**config.mk**
```make
export PLATFORM = sky130hd
export DESIGN_NAME = fixed_block_free_list_allocator
export DESIGN_NICKNAME = d
export VERILOG_FILES = /design/src/hw/rtl/fbfl_pkg.sv /design/src/hw/rtl/fixed_block_free_list_allocator.sv /design/src/hw/rtl/fbfl_ram.sv /design/src/hw/rtl/fbfl_ctrl.sv /design/src/hw/rtl/fbfl_dp.sv
export VERILOG_INCLUDE_DIRS = /design/src /design/src/hw/rtl
export SDC_FILE = /design/constraint.sdc
export NUM_CORES = 2
export LEC_CHECK = 0
export ABC_CLOCK_PERIOD_IN_PS = 23800
export BUFFER_PORTS_ARGS = -buffer_cell sky130_fd_sc_hd__clkbuf_2
export CAP_MARGIN = 20
export CORE_ASPECT_RATIO = 0.9
export CORE_UTILIZATION = 45
export DETAILED_ROUTE_END_ITERATION = 8
export GPL_ROUTABILITY_DRIVEN = 0
export SETUP_SLACK_MARGIN = 0.1
export SLEW_MARGIN = 10
export SYNTH_ARGS = -nofsm -noshare
export SYNTH_HDL_FRONTEND = slang
export SYNTH_SLANG_ARGS = --single-unit
```
**constraint.sdc**
```tcl
create_clock -name clk -period 23.8 [get_ports clk]
set_input_delay 4.76 -clock clk [delete_from_list [all_inputs] [get_ports clk]]
set_output_delay 4.76 -clock clk [all_outputs]
set_load 0.1 [all_outputs]
```
**src/hw/rtl/fixed_block_free_list_allocator_macros.svh**
```systemverilog
// ============================================================================
// Assertion macros for the block pool allocator
// Shared concurrent assertion forms, clocked on clk, disabled in reset.
// ============================================================================
`ifndef FIXED_BLOCK_FREE_LIST_ALLOCATOR_MACROS_SVH
`define FIXED_BLOCK_FREE_LIST_ALLOCATOR_MACROS_SVH

// invariant that holds at every clock edge
`define FBFL_ASSERT_ALWAYS(label, prop, msg) \
  label: assert property (@(posedge clk) disable iff (!rst_n) (prop)) \
    else $error(msg);

// same-cycle implication
`define FBFL_ASSERT_IMPL(label, ante, cons, msg) \
  label: assert property (@(posedge clk) disable iff (!rst_n) (ante) |-> (cons)) \
    else $error(msg);

// next-cycle implication
`define FBFL_ASSERT_NEXT(label, ante, cons, msg) \
  label: assert property (@(posedge clk) disable iff (!rst_n) (ante) |=> (cons)) \
    else $error(msg);

`endif

```
**src/hw/rtl/fbfl_pkg.sv**
```systemverilog
// ============================================================================
// fbfl_pkg
// Shared types and constants of the block pool allocator.
// ============================================================================
package fbfl_pkg;

  // fixed field widths
  localparam int OP_W     = 2;
  localparam int IDX_W    = 8;
  localparam int STAT_W   = 2;
  localparam int OFS_W    = 24;
  localparam int CNT_W    = 9;
  localparam int SIZE_W   = 16;
  localparam int CFG_A_W  = 1;
  localparam int CFG_D_W  = 16;
  localparam int IN_TD_W  = 16;
  localparam int OUT_TD_W = 40;
  localparam int MIN_SIZE = 4;

  // reset values of the registers
  localparam logic [CNT_W-1:0]  COUNT_RST = 9'd256;
  localparam logic [SIZE_W-1:0] BYTES_RST = 16'd4;

  typedef enum logic [OP_W-1:0] {
    OP_INIT  = 2'd0,
    OP_ALLOC = 2'd1,
    OP_FREE  = 2'd2
  } op_t;

  typedef enum logic [STAT_W-1:0] {
    ST_OK    = 2'd0,
    ST_EMPTY = 2'd1,
    ST_RANGE = 2'd2
  } status_t;

  typedef enum logic [CFG_A_W-1:0] {
    CFG_BLOCK_COUNT = 1'b0,
    CFG_BLOCK_BYTES = 1'b1
  } cfg_reg_t;

  // controller -> datapath
  typedef struct packed {
    logic accept;     // input transaction taken this cycle
    logic init_step;  // write one link of the init chain
    logic exec;       // finish the item and load the output
  } fbfl_cmd_t;

  // datapath -> controller
  typedef struct packed {
    logic in_is_init; // op on the input bus is an init
    logic count_zero; // effective block count is zero
    logic init_last;  // current init step writes the tail link
    logic out_free;   // output register can take a result
  } fbfl_sts_t;

endpackage

```
**src/hw/rtl/fixed_block_free_list_allocator.sv**
```systemverilog
// ============================================================================
// fixed_block_free_list_allocator
// Pool allocator of equal-sized blocks kept on an intrusive free list.
// ============================================================================
// Usage:
//   Input stream carries one request: init the free list, allocate a block
//   or free a block. Every request yields exactly one result transaction on
//   the output stream: status, granted block index and its byte offset
//   (index times block size, sizes below 4 taken as 4).
//   Config port writes block_count (index 0) and block_bytes (index 1);
//   write only while the block is idle.
//   Sequence: allocate, free and no-op pass from accept to the execute
//   state, which loads the output register once it is free; init first
//   walks the init state, one link memory write per block (none for a zero
//   count), then executes. A new request is taken only after the current
//   one has executed; a pop needs the registered read of the link memory, started at accept, before the head can move.
//   Reset: list empty (allocate reports pool empty until an init), count
//   256, block size 4. The link memory is not cleared.
//   Stall: one result waits in the output register; one more request is
//   accepted and held until that result is taken.
// ============================================================================
module fixed_block_free_list_allocator
  import fbfl_pkg::*;
#(
  parameter int MAX_BLOCKS = 256
) (
  input  logic                clk,
  input  logic                rst_n,
  // config write port
  input  logic                cfg_we,
  input  logic [CFG_A_W-1:0]  cfg_addr,
  input  logic [CFG_D_W-1:0]  cfg_wdata,
  // request stream
  input  logic                in_tvalid,
  output logic                in_tready,
  input  logic [IN_TD_W-1:0]  in_tdata,   // op[1:0], block_index[9:2], zero pad
  // result stream
  output logic                out_tvalid,
  input  logic                out_tready,
  output logic [OUT_TD_W-1:0] out_tdata   // status[1:0], granted_index[9:2],
                                          // byte_offset[33:10], zero pad
);

  fbfl_cmd_t cmd;
  fbfl_sts_t sts;

  fbfl_ctrl u_ctrl (
    .clk       (clk),
    .rst_n     (rst_n),
    .in_tvalid (in_tvalid),
    .in_tready (in_tready),
    .sts       (sts),
    .cmd       (cmd)
  );

  fbfl_dp #(
    .MAX_BLOCKS (MAX_BLOCKS)
  ) u_dp (
    .clk        (clk),
    .rst_n      (rst_n),
    .cfg_we     (cfg_we),
    .cfg_addr   (cfg_addr),
    .cfg_wdata  (cfg_wdata),
    .in_tdata   (in_tdata),
    .out_tvalid (out_tvalid),
    .out_tready (out_tready),
    .out_tdata  (out_tdata),
    .cmd        (cmd),
    .sts        (sts)
  );

endmodule

```
**src/hw/rtl/fbfl_ram.sv**
```systemverilog
// ============================================================================
// fbfl_ram
// Generic single-write, single-read RAM with registered read data.
// ============================================================================
module fbfl_ram #(
  parameter int WIDTH = 9,
  parameter int DEPTH = 256
) (
  input  logic                     clk,
  input  logic                     we,
  input  logic [$clog2(DEPTH)-1:0] waddr,
  input  logic [WIDTH-1:0]         wdata,
  input  logic                     re,
  input  logic [$clog2(DEPTH)-1:0] raddr,
  output logic [WIDTH-1:0]         rdata
);

  logic [WIDTH-1:0] mem [DEPTH];
  logic [WIDTH-1:0] rdata_r;

  // write port
  always_ff @(posedge clk) begin
    if (we) begin
      mem[waddr] <= wdata;
    end
  end

  // read port, data holds until the next read
  always_ff @(posedge clk) begin
    if (re) begin
      rdata_r <= mem[raddr];
    end
  end

  assign rdata = rdata_r;

endmodule

```
**src/hw/rtl/fbfl_ctrl.sv**
```systemverilog
// ============================================================================
// fbfl_ctrl
// Sequencer of the allocator: accept, init walk, execute and hand off.
// ============================================================================
module fbfl_ctrl
  import fbfl_pkg::*;
(
  input  logic      clk,
  input  logic      rst_n,
  input  logic      in_tvalid,
  output logic      in_tready,
  input  fbfl_sts_t sts,
  output fbfl_cmd_t cmd
);

  typedef enum logic [1:0] {
    S_IDLE,
    S_INIT,
    S_EXEC
  } state_t;

  state_t state_r, state_nxt;
  logic   in_tready_r;

  // commands
  always_comb begin
    cmd.accept    = (state_r == S_IDLE) && in_tvalid;
    cmd.init_step = (state_r == S_INIT) && !sts.count_zero;
    cmd.exec      = (state_r == S_EXEC) && sts.out_free;
  end

  // next state
  always_comb begin
    state_nxt = state_r;
    case (state_r)
      S_IDLE: begin
        if (cmd.accept) begin
          state_nxt = sts.in_is_init ? S_INIT : S_EXEC;
        end
      end
      S_INIT: begin
        if (sts.count_zero || sts.init_last) begin
          state_nxt = S_EXEC;
        end
      end
      S_EXEC: begin
        if (cmd.exec) begin
          state_nxt = S_IDLE;
        end
      end
      default: state_nxt = S_IDLE;
    endcase
  end

  // state and registered ready
  always_ff @(posedge clk) begin
    if (!rst_n) begin
      state_r     <= S_IDLE;
      in_tready_r <= 1'b1;
    end else begin
      state_r     <= state_nxt;
      in_tready_r <= (state_nxt == S_IDLE);
    end
  end

  assign in_tready = in_tready_r;

endmodule

```
**src/hw/rtl/fbfl_dp.sv**
```systemverilog
// ============================================================================
// fbfl_dp
// Datapath: config registers, free-list head, link memory, offset multiply
// and the output register.
// ============================================================================
`include "fixed_block_free_list_allocator_macros.svh"

module fbfl_dp
  import fbfl_pkg::*;
#(
  parameter int MAX_BLOCKS = 256
) (
  input  logic                clk,
  input  logic                rst_n,
  // config
  input  logic                cfg_we,
  input  logic [CFG_A_W-1:0]  cfg_addr,
  input  logic [CFG_D_W-1:0]  cfg_wdata,
  // input payload
  input  logic [IN_TD_W-1:0]  in_tdata,
  // output channel
  output logic                out_tvalid,
  input  logic                out_tready,
  output logic [OUT_TD_W-1:0] out_tdata,
  // controller
  input  fbfl_cmd_t           cmd,
  output fbfl_sts_t           sts
);

  localparam int IW = $clog2(MAX_BLOCKS);          // block index bits
  localparam int LW = IW + 1;                      // link bits, holds marker
  localparam int CW = (LW > CNT_W) ? LW : CNT_W;   // compare width
  localparam logic [LW-1:0] EMPTY = LW'(MAX_BLOCKS);

  // registers
  logic [CNT_W-1:0]  block_count_r;
  logic [SIZE_W-1:0] block_bytes_r;
  logic [LW-1:0]     head_r, head_nxt;
  logic [LW-1:0]     cnt_r;
  op_t               op_r;
  logic [IDX_W-1:0]  idx_r;
  logic              out_valid_r;
  status_t           out_status_r;
  logic [IDX_W-1:0]  out_index_r;
  logic [OFS_W-1:0]  out_offset_r;

  // combinational
  logic [LW-1:0]     count_eff;
  logic [SIZE_W-1:0] eff_size;
  logic              head_empty;
  logic              idx_oor;
  logic              free_push;
  logic [LW-1:0]     cnt_inc;
  logic [LW-1:0]     rd_link;
  logic [LW-1:0]     next_head;
  logic [IW+SIZE_W-1:0] prod;
  logic              ram_we;
  logic [IW-1:0]     ram_waddr;
  logic [LW-1:0]     ram_wdata;
  status_t           res_status;
  logic [IDX_W-1:0]  res_index;
  logic [OFS_W-1:0]  res_offset;
  logic              out_free;

  // config register writes
  always_ff @(posedge clk) begin
    if (!rst_n) begin
      block_count_r <= COUNT_RST;
      block_bytes_r <= BYTES_RST;
    end else if (cfg_we) begin
      case (cfg_reg_t'(cfg_addr))
        CFG_BLOCK_COUNT: block_count_r <= cfg_wdata[CNT_W-1:0];
        CFG_BLOCK_BYTES: block_bytes_r <= cfg_wdata;
        default: ;
      endcase
    end
  end

  // effective count and size
  assign count_eff = (CW'(block_count_r) > CW'(MAX_BLOCKS)) ? EMPTY : LW'(block_count_r);
  assign eff_size  = (block_bytes_r < SIZE_W'(MIN_SIZE)) ? SIZE_W'(MIN_SIZE) : block_bytes_r;

  assign head_empty = (head_r >= EMPTY);
  assign idx_oor    = (CW'(idx_r) >= CW'(count_eff));
  assign free_push  = cmd.exec && (op_r == OP_FREE) && !idx_oor;
  assign cnt_inc    = cnt_r + LW'(1);

  // link memory
  fbfl_ram #(
    .WIDTH (LW),
    .DEPTH (MAX_BLOCKS)
  ) u_link_ram (
    .clk   (clk),
    .we    (ram_we),
    .waddr (ram_waddr),
    .wdata (ram_wdata),
    .re    (cmd.accept),
    .raddr (head_r[IW-1:0]),
    .rdata (rd_link)
  );

  // write port: init chain or push on free
  always_comb begin
    if (cmd.init_step) begin
      ram_we    = 1'b1;
      ram_waddr = cnt_r[IW-1:0];
      ram_wdata = sts.init_last ? EMPTY : cnt_inc;
    end else begin
      ram_we    = free_push;
      ram_waddr = IW'(idx_r);
      ram_wdata = head_r;
    end
  end

  assign next_head = (rd_link >= EMPTY) ? EMPTY : rd_link;
  assign prod      = head_r[IW-1:0] * eff_size;

  // result and head update of the current item
  always_comb begin
    head_nxt   = head_r;
    res_status = ST_OK;
    res_index  = '0;
    res_offset = '0;
    case (op_r)
      OP_INIT: begin
        head_nxt = (count_eff == '0) ? EMPTY : '0;
      end
      OP_ALLOC: begin
        if (head_empty) begin
          res_status = ST_EMPTY;
        end else begin
          head_nxt   = next_head;
          res_index  = IDX_W'(head_r);
          res_offset = OFS_W'(prod);
        end
      end
      OP_FREE: begin
        if (idx_oor) begin
          res_status = ST_RANGE;
        end else begin
          head_nxt = LW'(idx_r);
        end
      end
      default: ;
    endcase
  end

  // head, latched item and init counter
  always_ff @(posedge clk) begin
    if (!rst_n) begin
      head_r <= EMPTY;
      cnt_r  <= '0;
    end else begin
      if (cmd.exec) begin
        head_r <= head_nxt;
      end
      if (cmd.accept) begin
        cnt_r <= '0;
      end else if (cmd.init_step) begin
        cnt_r <= cnt_inc;
      end
    end
  end

  always_ff @(posedge clk) begin
    if (cmd.accept) begin
      op_r  <= op_t'(in_tdata[OP_W-1:0]);
      idx_r <= in_tdata[OP_W+IDX_W-1:OP_W];
    end
  end

  // output register
  assign out_free = !out_valid_r || out_tready;

  always_ff @(posedge clk) begin
    if (!rst_n) begin
      out_valid_r <= 1'b0;
    end else if (cmd.exec) begin
      out_valid_r <= 1'b1;
    end else if (out_tready) begin
      out_valid_r <= 1'b0;
    end
  end

  always_ff @(posedge clk) begin
    if (cmd.exec) begin
      out_status_r <= res_status;
      out_index_r  <= res_index;
      out_offset_r <= res_offset;
    end
  end

  assign out_tvalid = out_valid_r;
  assign out_tdata  = {(OUT_TD_W-STAT_W-IDX_W-OFS_W)'(0), out_offset_r, out_index_r,
                       out_status_r};

  // status to the controller
  always_comb begin
    sts.in_is_init = (op_t'(in_tdata[OP_W-1:0]) == OP_INIT);
    sts.count_zero = (count_eff == '0);
    sts.init_last  = (cnt_inc == count_eff);
    sts.out_free   = out_free;
  end

  // checks
  `FBFL_ASSERT_ALWAYS(a_head_bound, head_r <= EMPTY, "free head beyond empty marker")
  `FBFL_ASSERT_IMPL(a_init_bound, cmd.init_step, cnt_r < count_eff, "init walk past count")
  `FBFL_ASSERT_NEXT(a_exec_out, cmd.exec, out_valid_r, "finished item left no result")
  `FBFL_ASSERT_NEXT(a_free_push, free_push, head_r == $past(LW'(idx_r)), "freed block not at head")

endmodule

```
# Word-level counts from Yosys, hierarchy flattened
# Memory sizes are Yosys's and may differ from the RTL's. A register that Yosys moved wholly into a read port is not among the register bits.
# Index checks and enable logic that the tools add are counted.
[totals]
register_bits = 91
ram_bits = 2304
input_bits = 38
out_inout_bits = 42
wordCells = 75
mem_count = 1
[mem_list]
columns = ["memory", "words", "word_bits", "rd", "rd_clocked_by_memory_dff", "wr", "line", "source"]
rows = [
  ["u_dp.u_link_ram.mem", 256, 9, 1, 1, 1, "fbfl_ram.sv:18", "logic [WIDTH-1:0] mem [DEPTH];"],
]
[op_classes]
n_addsub = 1
multipliers = 1
n_lt_le_gt_ge = 5
eq_ne = 7
mux = 23
n_bitwise = 3
reduce_logical = 22
[op_table]
columns = ["operator", "n"]
rows = [
  ["9-bit two-way mux", 7],
  ["9-bit one-hot mux with 3 select lines", 1],
  ["8-bit by 16-bit multiplier with 24-bit output", 1],
  ["9-bit >= comparator, second input constant", 2],
  ["16-bit by 3-bit < comparator with 1-bit output, second input constant", 1],
  ["16-bit two-way mux", 1],
  ["2-bit two-way mux", 5],
  ["9-bit by 1-bit adder with 9-bit output, second input constant", 1],
  ["9-bit equality test", 1],
  ["8-bit by 9-bit >= comparator with 1-bit output", 1],
  ["9-bit greater-than comparator, second input constant", 1],
  ["9-bit zero test", 1],
  ["2-bit zero test", 4],
  ["8-bit two-way mux", 1],
  ["1-bit two-way mux", 6],
  ["2-bit one-hot mux with 3 select lines", 1],
  ["1-bit logical AND", 5],
  ["2-bit by 1-bit equality test with 1-bit output, second input constant", 2],
  ["2-bit equality test, second input constant", 2],
  ["2-bit inequality test, second input constant", 2],
  ["2-bit one-hot mux with 2 select lines", 1],
  ["2-bit AND reduction", 2],
  ["4-bit AND reduction", 1],
  ["2-bit OR reduction", 2],
  ["other kinds (5)", 10],
]

# Logic depth before layout (Yosys ltp)
[depth]
ltp_word = 8
ltp_mapped = 25
depth_no_buf = 20

# By module
# Synthesis repeated with hierarchy kept, for this count alone.
[hier_totals]
hier_cells = 5164
area_unflattened_um2 = 97933.9
[by_module_without_submodules]
columns = ["mod", "instances", "cells_each", "area_each_um2", "seq_area_each_um2"]
rows = [
  ["fbfl_ram", 1, 4237, 89368.2, 69456.6],
  ["fbfl_dp", 1, 908, 8409.3, 2202.1],
  ["fbfl_ctrl", 1, 19, 156.4, 60.1],
]

# Worst setup path after synthesis
# Ideal clock, no wire load.
[synth_timing]
kind = "flip-flop to flip-flop"
start = "reg u_dp.cnt_r[1]"
end = "mem u_dp.u_link_ram.mem[0][8], data pin"
setup_ns = 1.731
arrival_ns = 9.043
required_time_ns = 22.069
slack_ns = 13.026
path_stages_with_launch = 11
n_path_buf = 1
synth_period_minus_slack_ns = 10.774
path_cell_list = "dfxtp_1 > ha_1 > nand3_1 > or3_1 > and2_1 > xor2_1 > nand2_1 > o21ai_0 > nand4_1 > buf_2 > a31oi_1"
[synth_via]
elab_chain_len = 4
[synth_lines]
columns = ["element", "line", "source"]
rows = [
  ["from (decl)", "fbfl_dp.sv:39", "logic [LW-1:0] cnt_r;"],
  ["from (signal assigned)", "fbfl_dp.sv:160", "cnt_r <= cnt_inc;"],
  ["9-bit by 1-bit adder with 9-bit output *", "fbfl_dp.sv:86", "assign cnt_inc = cnt_r + LW'(1);"],
  ["9-bit equality test", "fbfl_dp.sv:201", "sts.init_last = (cnt_inc == count_eff);"],
  ["9-bit two-way mux *", "fbfl_dp.sv:107", "ram_wdata = sts.init_last ? EMPTY : cnt_inc;"],
  ["9-bit two-way mux *", "fbfl_dp.sv:104", "if (cmd.init_step) begin"],
  ["net u_dp.ram_wdata[8]", "fbfl_dp.sv:59", "logic [LW-1:0] ram_wdata;"],
  ["to (decl)", "fbfl_ram.sv:18", ""],
]
# The timed path passes the listed nets; every way through them passes the cells marked *.

==> results.cfg <==
[status]
status = complete, no violations

[sta]
setup_slack_ns = 16.73
tns_ns = 0
hold_violations = 0
min_period_ns = 7.07
post-route-period-util = 0.297
rsz0062_at_grt = false
drv_slew = 0
tightest_slew_ns = 1.21
fmaxAchievable_ghz = 0.141
setup-violations-final = 0
max_slew_margin = 0.195
skew_ns = 0.0337

[routing]
routed_wl_um = 230000
vias_per_cell = 5.89
wl_per_cell_um = 28.4
ant_nets = 0
firstDrtPassIters = 8
vias = 47600
drc_errors = 0
drtIter0Drc = 4764

[min_path]
min_to = u_dp.block_bytes_r[2]
min_path_cells = 2
hold_path.class = register to register
hold_start = u_dp.block_bytes_r[2]

[logic_synthesis]
syn_area_per_cell_um2 = 19.8
synth_common_cells = edfxtp_1 (2357), mux4_2 (608), nor2_1 (330)
synth_cells = 4931
yosysTopAreaCell = edfxtp_1
synth_top_area_frac = 0.724
ys_ff_latch = 2404
seq_area_frac_synth = 0.733
synth_cell_types = 69
ys_warn_count = 0
ys.flop_type = edfxtp_1
yosysMostFrequentCell = edfxtp_1
yosys-top-cells-area = edfxtp_1 (72%), mux4_2 (14%), fa_1 (1.7%)
syn_area_mm2 = 0.0978
synth_edf_count = 2357
async_flop_share = 0

[cts]
clk_pin_slew_worst_paths_ns = 0.06
cts_buffer_depth = 3
cts_hold_buf = 0
clock-root-buffer = clkbuf_16
cts_tree = yes
post_cts.repair.setup_buffers = 0
cts_resized = 0
clk_latency_ns = 0.87
cts_sinks = 2404
numCtsBuffers = 231
htreeDepth = 4

[place]
dp_cells = 7648
hpwl_um = 133000
dp_slack_ns = 15.90
port_buffers = 67

[die]
start_util = 0.455
std_cell_rows = 161
die_x_um = 493
core_area_mm2 = 0.215
die_h_um = 444
ioPinCount = 80
dieArea_mm2 = 0.219

[worst_setup_path]
crit_buf_inv = 3
rr_worst_depth = 19
slowest_stage = buf_4
crit_type = input port to register
critPathMaxFanout = 43
max_stage_delay_ns = 0.90
critPathTopFamily = buffers and inverters
cp.required_ns = 24.27
crit_path_start_kind = input port
crit_path_end_kind = register
r2r_start = u_dp.block_bytes_r[10]
reg2reg_slack_ns = 17.44
r2r_end = u_dp.out_offset_r[13]
crit_chain = clkbuf_2 -> nor2b_1 -> nor2_4 -> nand3_1 -> nor3_1 -> a31oi_4 -> buf_4 -> buf_4 -> nor2_1
arrival_ns = 7.55
cpMostUsedCell = buf_4

[grt]
grt.total_usage = 0.210
grt_pass1_wl_um = 335000
antenna_found_initial = 3
grt_max_degree = 193
overflow = 0
grt_pass1_vias = 47800

[power_and_ir_drop]
leakagePower_nw = 36.0
powerDensity_mw_per_mm2 = 77.2
ir_drop_uv = 75.8

[job]
maxCapViolCount = 0

[finish]
fin_cells = 8079
area_delta_synth_final_pct = 10.9
nNetsFinal = 5211
nFillCells = 17200
multi_input_area_mm2 = 0.0243
fin_util = 0.505
drive_gt1_frac = 0.213
ff_latch_area_mm2 = 0.0717
==> sequential cells by signal, indices dropped and copies added, names as in the netlist, 8 cells and up <==
signal / cells
u_dp.block_count_r: 9
u_dp.out_offset_r: 24
u_dp.block_bytes_r: 16
u_dp.u_link_ram.rdata: 9
u_dp.out_index_r: 8
u_dp.u_link_ram.mem: 2304
u_dp.cnt_r: 9
u_dp.idx_r: 8
u_dp.head_r: 9
==> worst reg2reg max path, delay by kind of cell, from the launching register on <==
family	cells	cell delay, ns
flops	1	0.43
buf+inv	4	0.23
compound gates	3	0.53
fa+ha+maj	5	2.26
simple gates	7	2.65
==> through the flow <==
step,hold WS [ns],power [mW],cell area [um^2]
floorplan,0.464,4.84,97800
global placement,0.486,4.90,101000
detailed placement,0.494,4.90,101000
CTS,0.503,8.44,108000
global route,0.542,8.60,108000
finish,0.497,8.37,108000
==> layer usage <==
layer	vias up	wire length, um	global-route usage	part of all wire
li1	20200	-	-	-
met1	25500	102000	0.317	0.45
met2	1567	107000	0.320	0.47
met3	298	15800	0.0370	0.069
met4	0	4120	0.0455	0.018
met5	-	0	0	0
==> cell usage in the layout (no fill, tap or decap), drive strengths merged, types with 10 or more instances in the layout <==
master / instances
edfxtp: 2357
mux2i: 122
dfxtp: 47
o21ai: 45
nand3: 53
clkbuf: 358
ha: 56
nor2: 334
o221ai: 20
xor2: 12
a211oi: 23
nor2b: 26
nand2b: 23
a22o: 19
mux4: 608
o22ai: 32
clkinvlp: 10
and2: 109
clkinv: 103
and3: 19
inv: 122
a21oi: 65
fa: 84
nand4: 19
bufinv: 18
nor3: 35
buf: 85
a31oi: 28
a21boi: 24
xnor2: 14
a22oi: 89
nand2: 177
==> worst max-delay path by stage <==
| stage | start | end | slack [ns] | cells past startpoint |
|---|---|---|---|---|
| 5_1_grt | out_tready | u_dp.u_link_ram.mem[85][2] | 16.68 | 9 |
| 3_3_place_gp | out_tready | u_dp.u_link_ram.mem[4][6] | 15.91 | 9 |
| 6_report | out_tready | u_dp.u_link_ram.mem[13][7] | 16.73 | 9 |
| 4_1_cts | out_tready | u_dp.u_link_ram.mem[13][7] | 16.83 | 9 |
| 2_1_floorplan | u_dp.cnt_r[1] | u_dp.u_link_ram.mem[0][8] | 13.03 | 10 |
| 3_5_place_dp | out_tready | u_dp.u_link_ram.mem[0][5] | 15.90 | 9 |
==> area by class of cell <==
cell class | count | share of cell area
tap | 2852 | 0.0329
antenna | 1 | 0.0000231
timing repair buffer | 153 | 0.0104
clock buffer | 290 | 0.0559
clock inverter | 136 | 0.0112
inverter | 117 | 0.00405
sequential | 2404 | 0.662
multi-input combinational | 2126 | 0.224
==> cells by family (layout without fill, tap and decap cells) <==
| kind of cell | Yosys count | count (layout) | share of synthesized area |
|---|---|---|---|
| adders and majority gates | 140 | 140 | 0.0244 |
| other | 1 | 7 | 0.0000383 |
| DFF | 2404 | 2404 | 0.733 |
| muxes | 730 | 730 | 0.153 |
| AOI/OAI and AO/OA | 388 | 388 | 0.0274 |
| and+or+nand+nor | 836 | 836 | 0.0399 |
| xor gates and xnor gates | 26 | 26 | 0.00233 |
| buffers and inverters | 406 | 696 | 0.0201 |
==> power by group <==
| group | internal [mW] | total [mW] | switching [mW] | leakage (nW) |
|---|---|---|---|---|
| Sequential | 4.62 | 4.63 | 0.0121 | 24.7 |
| Combinational | 0.0412 | 0.179 | 0.138 | 7.85 |
| Clock | 1.99 | 3.56 | 1.57 | 3.53 |
Power figures use the tool's default switching activity.
